`src/design/pte_pkg.sv`:
```
package pte_pkg;

  localparam int GATES_DEF = 256;

  localparam int VAL_W      = 32;
  localparam int RATE_W     = 16;
  localparam int MODE_W     = 3;
  localparam int CFG_ADDR_W = 2;
  localparam int IN_DATA_W  = 56;
  localparam int DIV_STEPS  = 32;
  localparam int DIV_CNT_W  = $clog2(DIV_STEPS);

  localparam logic [RATE_W-1:0] DECAY_RATE_RST = 16'd13107;
  localparam logic [VAL_W-1:0]  LEVEL_MIN_RST  = 32'h0000_0000;
  localparam logic [VAL_W-1:0]  LEVEL_MAX_RST  = 32'hFFFF_FFFF;
  localparam logic [VAL_W-1:0]  LEVEL_INIT_RST = 32'h0001_0000;

  typedef enum logic [MODE_W-1:0] {
    MODE_INIT    = 3'd0,
    MODE_EVAP    = 3'd1,
    MODE_CLAMP   = 3'd2,
    MODE_DEPOSIT = 3'd3,
    MODE_READ    = 3'd4
  } mode_t;

  typedef enum logic [CFG_ADDR_W-1:0] {
    CFG_DECAY_RATE = 2'd0,
    CFG_LEVEL_MIN  = 2'd1,
    CFG_LEVEL_MAX  = 2'd2,
    CFG_LEVEL_INIT = 2'd3
  } cfg_idx_t;

  typedef struct packed {
    logic load;       // latch the accepted item
    logic rd_en;      // table read
    logic sweep;      // read belongs to a whole-table sweep
    logic div_start;
    logic div_step;
    logic cap_p;      // capture the read entry
    logic dep_wr;     // write back deposit sum
    logic res_load;   // load the result register
  } pte_cmd_t;

  typedef struct packed {
    logic pipe_busy;
    logic gate_ok;
    logic out_busy;
  } pte_sts_t;

endpackage

```
`src/design/pte_ctrl.sv`:
```
module pte_ctrl
  import pte_pkg::*;
#(
  parameter int GATES = GATES_DEF,
  localparam int AW = $clog2(2 * GATES)
) (
  input  logic              clk,
  input  logic              rst,
  input  logic              s_tvalid,
  output logic              s_tready,
  input  logic [MODE_W-1:0] s_mode,
  input  pte_sts_t          sts,
  output pte_cmd_t          cmd,
  output logic [AW-1:0]     sweep_addr
);

  localparam int ENTRIES = 2 * GATES;
  localparam logic [AW-1:0] LAST_ADDR = AW'(ENTRIES - 1);
  localparam logic [DIV_CNT_W-1:0] DIV_LAST = DIV_CNT_W'(DIV_STEPS - 1);

  typedef enum logic [7:0] {
    ST_IDLE  = 8'b0000_0001,
    ST_SWEEP = 8'b0000_0010,
    ST_DRAIN = 8'b0000_0100,
    ST_RD    = 8'b0000_1000,
    ST_RDW   = 8'b0001_0000,
    ST_DIV   = 8'b0010_0000,
    ST_WB    = 8'b0100_0000,
    ST_DONE  = 8'b1000_0000
  } state_t;

  state_t                 state, state_next;
  logic [AW-1:0]          cnt;
  logic [DIV_CNT_W-1:0]   div_cnt;
  logic [MODE_W-1:0]      mode;

  assign sweep_addr = cnt;

  always_comb begin
    state_next = state;
    cmd        = '0;
    s_tready   = (state == ST_IDLE);
    unique case (state)
      ST_IDLE: begin
        if (s_tvalid) begin
          cmd.load = 1'b1;
          case (s_mode) inside
            MODE_INIT, MODE_EVAP, MODE_CLAMP: state_next = ST_SWEEP;
            MODE_DEPOSIT, MODE_READ:          state_next = ST_RD;
            default:                          state_next = ST_IDLE;
          endcase
        end
      end
      ST_SWEEP: begin
        cmd.rd_en = 1'b1;
        cmd.sweep = 1'b1;
        if (cnt == LAST_ADDR) state_next = ST_DRAIN;
      end
      ST_DRAIN: begin
        if (!sts.pipe_busy) state_next = ST_DONE;
      end
      ST_RD: begin
        if (sts.gate_ok) begin
          cmd.rd_en     = 1'b1;
          cmd.div_start = 1'b1;
          state_next    = ST_RDW;
        end else begin
          state_next = ST_DONE;
        end
      end
      ST_RDW: begin
        cmd.cap_p = 1'b1;
        if (mode == MODE_DEPOSIT) state_next = ST_DIV;
        else                      state_next = ST_DONE;
      end
      ST_DIV: begin
        cmd.div_step = 1'b1;
        if (div_cnt == DIV_LAST) state_next = ST_WB;
      end
      ST_WB: begin
        cmd.dep_wr = 1'b1;
        state_next = ST_DONE;
      end
      ST_DONE: begin
        if (!sts.out_busy) begin
          cmd.res_load = 1'b1;
          state_next   = ST_IDLE;
        end
      end
      default: state_next = ST_IDLE;
    endcase
  end

  always_ff @(posedge clk) begin
    if (rst) begin
      state   <= ST_IDLE;
      cnt     <= '0;
      div_cnt <= '0;
    end else begin
      state   <= state_next;
      cnt     <= (state == ST_SWEEP) ? cnt + AW'(1) : '0;
      div_cnt <= (state == ST_DIV) ? div_cnt + DIV_CNT_W'(1) : '0;
    end
  end

  always_ff @(posedge clk) begin
    if (cmd.load) mode <= s_mode;
  end

  a_res_needs_room: assert property (@(posedge clk) disable iff (rst)
    cmd.res_load |-> !sts.out_busy)
    else $error("result loaded while output register still occupied");

  a_idle_pipe_empty: assert property (@(posedge clk) disable iff (rst)
    s_tready |-> !sts.pipe_busy)
    else $error("ready for a new transaction while sweep pipeline busy");

  a_div_full_length: assert property (@(posedge clk) disable iff (rst)
    (state == ST_WB) |-> ($past(div_cnt) == DIV_LAST))
    else $error("deposit write-back before divider finished");

endmodule

```
`config.mk`:
```
export PLATFORM = sky130hd
export DESIGN_NAME = pte_ctrl
export DESIGN_NICKNAME = d
export VERILOG_FILES = /design/src/design/pte_pkg.sv /design/src/design/pte_ctrl.sv
export SDC_FILE = /design/constraint.sdc
export NUM_CORES = 1
export LEC_CHECK = 0
export BUFFER_PORTS_ARGS = -buffer_cell sky130_fd_sc_hd__buf_4
export CAP_MARGIN = 20
export CORE_ASPECT_RATIO = 0.75
export CORE_MARGIN = 5
export CORE_UTILIZATION = 55
export DETAILED_ROUTE_END_ITERATION = 16
export GPL_ROUTABILITY_DRIVEN = 0
export HOLD_SLACK_MARGIN = 0.15
export PLACE_DENSITY = 0.87
export SYNTH_ARGS = -nofsm -noshare
export SYNTH_HDL_FRONTEND = slang
export SYNTH_SLANG_ARGS = --single-unit
```
`constraint.sdc`:
```
create_clock -name clk -period 2.7 [get_ports clk]
set_input_delay 0.135 -clock clk [delete_from_list [all_inputs] [get_ports clk]]
set_output_delay 0.135 -clock clk [all_outputs]
set_load 0.02 [all_outputs]
```
==> results of run 1 <==
## cell usage in the layout (no fill, tap or decap), types with 2 or more instances in the layout
| master | instances |
|---|---|
| o21a_1 | 3 |
| dfxtp_1 | 22 |
| ha_1 | 4 |
| dlygate4sd3_1 | 8 |
| nand4_1 | 3 |
| edfxtp_1 | 3 |
| o31ai_1 | 2 |
| and2_1 | 2 |
| or2_2 | 2 |
| a22oi_1 | 2 |
| nor2b_1 | 5 |
| nor4_2 | 2 |
| a21oi_1 | 3 |
| nand3_1 | 6 |
| nor3_1 | 4 |
| xnor2_1 | 4 |
| nand2b_1 | 4 |
| nor4_1 | 3 |
| nand2_1 | 9 |
| and3_1 | 7 |
| o21ai_0 | 3 |
| inv_1 | 5 |
| a211oi_1 | 2 |
| xor2_1 | 5 |
| nor2_1 | 21 |
| buf_4 | 26 |
| clkbuf_4 | 3 |
## routing by layer
layer  track usage  vias up  wire (um)
met3        0.0540        9        182
met2         0.303       50       1420
li1              -      575          -
met4        0.0724        0         68
met5             0        -          0
met1         0.264      545       1320
## cells by family (layout without fill, tap and decap cells)
kind of cell	Yosys count	count (layout)
buffers and inverters	9	44
AOI/OAI and AO/OA	20	20
DFF	25	25
adders and majority gates	4	4
xor gates and xnor gates	9	9
and+or+nand+nor	76	76
## flip-flops by register name, summed over array words and instances (netlist names)
| name | cells |
|---|---|
| sweep_addr | 9 |
| state | 8 |
| div_cnt | 5 |
| mode | 3 |
## area by class of cell
type | instances | area (um2) | area share
multi-input cells | 109 | 696 | 0.440
clock buffers | 4 | 26.3 | 0.0166
well taps | 25 | 31.3 | 0.0198
inverters | 6 | 22.5 | 0.0142
flip-flops and latches | 25 | 531 | 0.335
repair buffers | 34 | 275 | 0.174
## power by group through the flow
| stage | logic (mW) | clock network [mW] | registers [mW] |
|---|---|---|---|
| final | 0.0956 | 0.170 | 0.393 |
| after global routing | 0.106 | 0.193 | 0.394 |
| after CTS | 0.0946 | 0.174 | 0.392 |
| after detailed placement | 0.0851 | 0 | 0.401 |
| after global placement | 0.0832 | 0 | 0.400 |
| after floorplan | 0.0546 | 0 | 0.399 |
## worst max path at each step
stage | from | end | slack [ns]
finish | state[1] | cmd[6] | 0.47
global route | state[5] | cmd[7] | 0.33
CTS | state[5] | cmd[7] | 0.47
detailed placement | state[7] | state[7] | 0.80
global placement | state[1] | state[7] | 0.82
floorplan | state[5] | mode[0] | 0.60
## stage by stage
step           setup slack, ns  std cells
2_1_floorplan            0.598        143
5_1_grt                  0.330        203
6_report                 0.471        203
3_3_place_gp             0.823        191
3_5_place_dp             0.795        191
4_1_cts                  0.468        203
==> impl_metrics.ini, run 1 <==
[logic_synthesis]
ys_top_cells_by_count = dfxtp_1, nor2_1, nand2_1
ys_ff_latch = 25
post_synth_xor_area_fraction = 0.0621
yosys.area_share.adder = 0.0394
synth-compound-area-share = 0.115
synth_area_leaders = dfxtp_1, edfxtp_1, nor2_1
yosys.area.top_type_share = 0.347
synthCells = 143
async_flop_share = 0
yosysWarnings = 0
synth_largest_area_cell = dfxtp_1
synth-simple-area-share = 0.331
synth_mux_area_frac = 0
synth_nets = 156
synth-main-ff-cell = dfxtp_1
synth_edf_count = 3
synth.most_common_cell = dfxtp_1
synthesis.area_um2 = 1270
synth_area_per_cell_um2 = 8.87
synth_top_family_by_area = simple AND/OR/NAND/NOR gates
yosysSeqAreaShare = 0.418
yosysUniqueCellTypes = 41

[layout]
post-route-util = 0.702
area_delta_synth_final_pct = 24.7
diodes = 0
fillers = 173
drive_gt1_frac = 0.219
final_cell_area_um2 = 1580
fin_nets = 192

[power_and_ir_drop]
switching_share = 0.260
p_clk_frac = 0.258
peakVddDrop_mv = 0.294
p_comb_frac = 0.145
leakage_nw = 0.715
pwr_density_cell_nw_per_um2 = 416
p_seq_frac = 0.597
fin_total_pwr_mw = 0.658
p_sw_mw = 0.171
internal-power_mw = 0.487

[worst_setup_path]
required_ns = 2.57
cp_top_family = simple AND/OR/NAND/NOR gates
worstSetupPathType = reg -> out
reg2reg_slack_ns = 0.75
endpoint_kind = output pin
arrival_ns = 2.09
cp_cell_sequence = or4_4, nor3_2, nand3_1, nand2_1, buf_4
startpoint_type = register
r2r-start = state[1]
reg2regPathDepth = 5
cpPeakStageDelay_ns = 0.59
rr_endpoint = state[7]
path_max_fanout = 8
slowest_stage = or4_4
cp_num_buf_inv = 1
worst-path-stages = 5

[timing]
skew_ns = 0.00401
hold_ws_ns = 0.471
final.setup.tns_ns = 0
slew_headroom = 0.725
rsz0062_at_grt = no
period_share = 0.826
setup_viol = 0
worst_pin_slew_ns = 0.409
period_needed_ns = 2.23
hold_violations = 0
maxSlewViolCount = 0
max_freq_mhz = 449

[die]
placementRows = 15
fp.dieH_um = 51.6
fp.dieW_um = 65.5
placeableCoreArea_um2 = 2250
die_area_um2 = 3380
initial_core_util = 0.563
num_io_pins = 27

[routing]
wl_um = 2990
drcViolationCount = 0
vias_per_cell = 5.81
wl_per_cell_um = 14.7
drt-initial-drc-count = 52
num_vias = 1179
dr.pass1.iters = 4
drtAntennaViolNets = 0

[global_routing]
grt_max_degree = 14
grt_usage = 0.197
grt-ovfl-total = 0
antenna_found_initial = 0
grt_pass1_vias = 1095
grt_pass1_wl_um = 5100

[clock_tree]
cts_resized = 0
cts_setup_buffers = 0
cts_buffers = 3
cts_root_buffer = clkbuf_4
tritoncts = done
path_clk_slew_ns = 0.13
cts_buffer_depth = 2
clk_latency_ns = 0.33
cts_max_level = 1
cts_num_sinks = 25
cts.hold.buffers_added = 8

[flow_run]
max_cap_viol_count = 0

[hold_path]
worst_hold_path.num_cells = 1
hold_path_class = reg -> reg
worstHoldEndpoint = div_cnt[0]
worstHoldStart = div_cnt[0]

[placement]
dpl_cell_area_um2 = 1480
numPortBuffers = 26
place.detailed.hpwl_um = 2290

[status]
outcome = finished clean
No activity file was read; power rests on OpenSTA's default activity.
==> inputs of run 2 (changes only) <==
--- a/config.mk
+++ b/config.mk
@@ -5,15 +5,16 @@
 export SDC_FILE = /design/constraint.sdc
 export NUM_CORES = 1
 export LEC_CHECK = 0
+export ABC_AREA = 1
 export BUFFER_PORTS_ARGS = -buffer_cell sky130_fd_sc_hd__buf_4
 export CAP_MARGIN = 20
 export CORE_ASPECT_RATIO = 0.75
 export CORE_MARGIN = 5
-export CORE_UTILIZATION = 55
+export CORE_UTILIZATION = 53
 export DETAILED_ROUTE_END_ITERATION = 16
 export GPL_ROUTABILITY_DRIVEN = 0
 export HOLD_SLACK_MARGIN = 0.15
-export PLACE_DENSITY = 0.87
+export PLACE_DENSITY = 0.84
 export SYNTH_ARGS = -nofsm -noshare
 export SYNTH_HDL_FRONTEND = slang
 export SYNTH_SLANG_ARGS = --single-unit
==> constraint.sdc (replaced) <==
create_clock -name clk -period 2.19 [get_ports clk]
set_input_delay 0.1095 -clock clk [delete_from_list [all_inputs] [get_ports clk]]
set_output_delay 0.1095 -clock clk [all_outputs]
set_load 0.02 [all_outputs]
==> impl_metrics.ini, run 2 <==
[status]
outcome = finished clean

[die]
fp.dieW_um = 68.0
fp.dieH_um = 53.5
initial_core_util = 0.570
num_io_pins = 27
die_area_um2 = 3640
placementRows = 15
placeableCoreArea_um2 = 2350

[timing]
skew_ns = 0.00588
max_freq_mhz = 529
rsz0062_at_grt = no
worst_pin_slew_ns = 0.409
hold_ws_ns = 0.209
setup_viol = 0
hold_violations = 0
final.setup.tns_ns = 0
period_needed_ns = 1.89
period_share = 0.864
maxSlewViolCount = 0
slew_headroom = 0.726

[placement]
place.detailed.hpwl_um = 2300
numPortBuffers = 26
dpl_cell_area_um2 = 1570

[layout]
layout_commonest_cell = nor2_1
diodes = 0
final_cell_mix = nor2_1, nand2_1, buf_4
final_cell_area_um2 = 1650
fin_nets = 224
drive_gt1_frac = 0.319
largest_reg_flops = 9
area_delta_synth_final_pct = 23.6

[clock_tree]
cts_buffers = 3
tritoncts = done
path_clk_slew_ns = 0.13
clk_latency_ns = 0.32
cts_num_sinks = 25
cts_max_level = 1
cts_setup_buffers = 0
cts_buffer_depth = 2
cts_root_buffer = clkbuf_4

[worst_setup_path]
endpoint_kind = register
arrival_ns = 2.12
worstSetupPathType = reg -> reg
startpoint_type = register
rr_endpoint = state[2]
path_max_fanout = 4
required_ns = 2.42
reg2reg_slack_ns = 0.30
r2r-start = sweep_addr[0]
reg2regPathDepth = 12

[hold_path]
worst_hold_path.num_cells = 5
worstHoldStart = s_tvalid
hold_path_class = in -> reg
worstHoldEndpoint = state[3]

[logic_synthesis]
synth_area_per_cell_um2 = 7.64
synth_area_leaders = dfxtp_1, nor2_1, nand2_1
synth_largest_area_cell = dfxtp_1
ys_ff_latch = 25
async_flop_share = 0
synth_edf_count = 3
ys_top_cells_by_count = nor2_1, nand2_1, dfxtp_1
yosys.area.top_type_share = 0.330
synth.most_common_cell = nor2_1
synth-main-ff-cell = dfxtp_1
synthCells = 175
yosysUniqueCellTypes = 27
synthesis.area_um2 = 1340
yosysSeqAreaShare = 0.397
synth_nets = 188
yosysWarnings = 0

[routing]
drcViolationCount = 0
wl_per_cell_um = 11.8
vias_per_cell = 4.91
drtAntennaViolNets = 0
wl_um = 2870
dr.pass1.iters = 4
num_vias = 1197
drt-initial-drc-count = 51

[power_and_ir_drop]
pwr_density_cell_nw_per_um2 = 753
peakVddDrop_mv = 0.510
leakage_nw = 0.789

[global_routing]
grt_pass1_vias = 1141
grt_pass1_wl_um = 5000
grt-ovfl-total = 0
antenna_found_initial = 0
grt_max_degree = 14
grt_usage = 0.185

[flow_run]
max_cap_viol_count = 0
## run 2: logic make-up (layout without fill, tap and decap cells)
| family | count (synthesis) | in the layout | synth area share |
|---|---|---|---|
| fa+ha+maj | 4 | 4 | 0.0375 |
| buf+inv | 29 | 64 | 0.0815 |
| compound gates | 10 | 10 | 0.0421 |
| xor+xnor | 2 | 2 | 0.0131 |
| simple gates | 105 | 105 | 0.429 |
| flops | 25 | 25 | 0.397 |
## run 2: critical path: stages (launching register included)
cell and delay (ns):
dfxtp_2 0.38, ha_1 0.17, nand2_1 0.09, nor3_1 0.24, nand2_1 0.10, nor2_1 0.11, ha_1 0.15, nand3b_2 0.13
nand2_2 0.07, nor2_2 0.15, nand3_1 0.09, nand2_1 0.07, nor2_1 0.04
## run 2: area by class of cell
type	instances	area, um2
fill	195	694
timing repair buffer	31	245
inverter	29	109
clock buffer	4	26.3
tap	34	42.5
multi-input combinational	121	697
sequential	25	532
## run 2: stage by stage
stage	util	instances	worst slack (ns)	power [mW]
6_report	0.704	244	0.298	1.24
5_1_grt	0.704	244	0.0673	1.32
4_1_cts	0.703	244	0.223	1.24
3_5_place_dp	0.671	235	0.267	1.03
3_3_place_gp	0.671	235	0.434	1.02
2_1_floorplan	-	175	0.352	0.912
## run 2: worst max-delay path by stage
stage	from	endpoint	depth (start not counted)
floorplan	sweep_addr[0]	state[2]	12
global placement	sweep_addr[0]	state[7]	12
detailed placement	sweep_addr[0]	state[7]	12
CTS	sweep_addr[0]	state[7]	12
global route	sweep_addr[0]	state[7]	12
finish	sweep_addr[0]	state[2]	12
## run 2: power by group
part           internal [mW]  switching (mW)  leakage [nW]  total [mW]
registers              0.510          0.0285         0.207       0.538
clock network         0.0714           0.136        0.0150       0.208
logic                  0.185           0.313         0.568       0.498
## run 2: metal layers
| layer | track usage | part of all wire | vias up |
|---|---|---|---|
| met5 | 0 | 0 | - |
| met4 | 0.0495 | 0.0087 | 0 |
| met3 | 0.0552 | 0.071 | 4 |
| met2 | 0.312 | 0.48 | 32 |
| met1 | 0.226 | 0.44 | 542 |
| li1 | - | - | 619 |
## run 2: timing repair
item / in CTS / in global routing
resized for setup: 0 / 1
setup endpoints to repair: 0 / 1
endpoints found under the hold margin: 8 / 0
hold buffers: 5 / 0
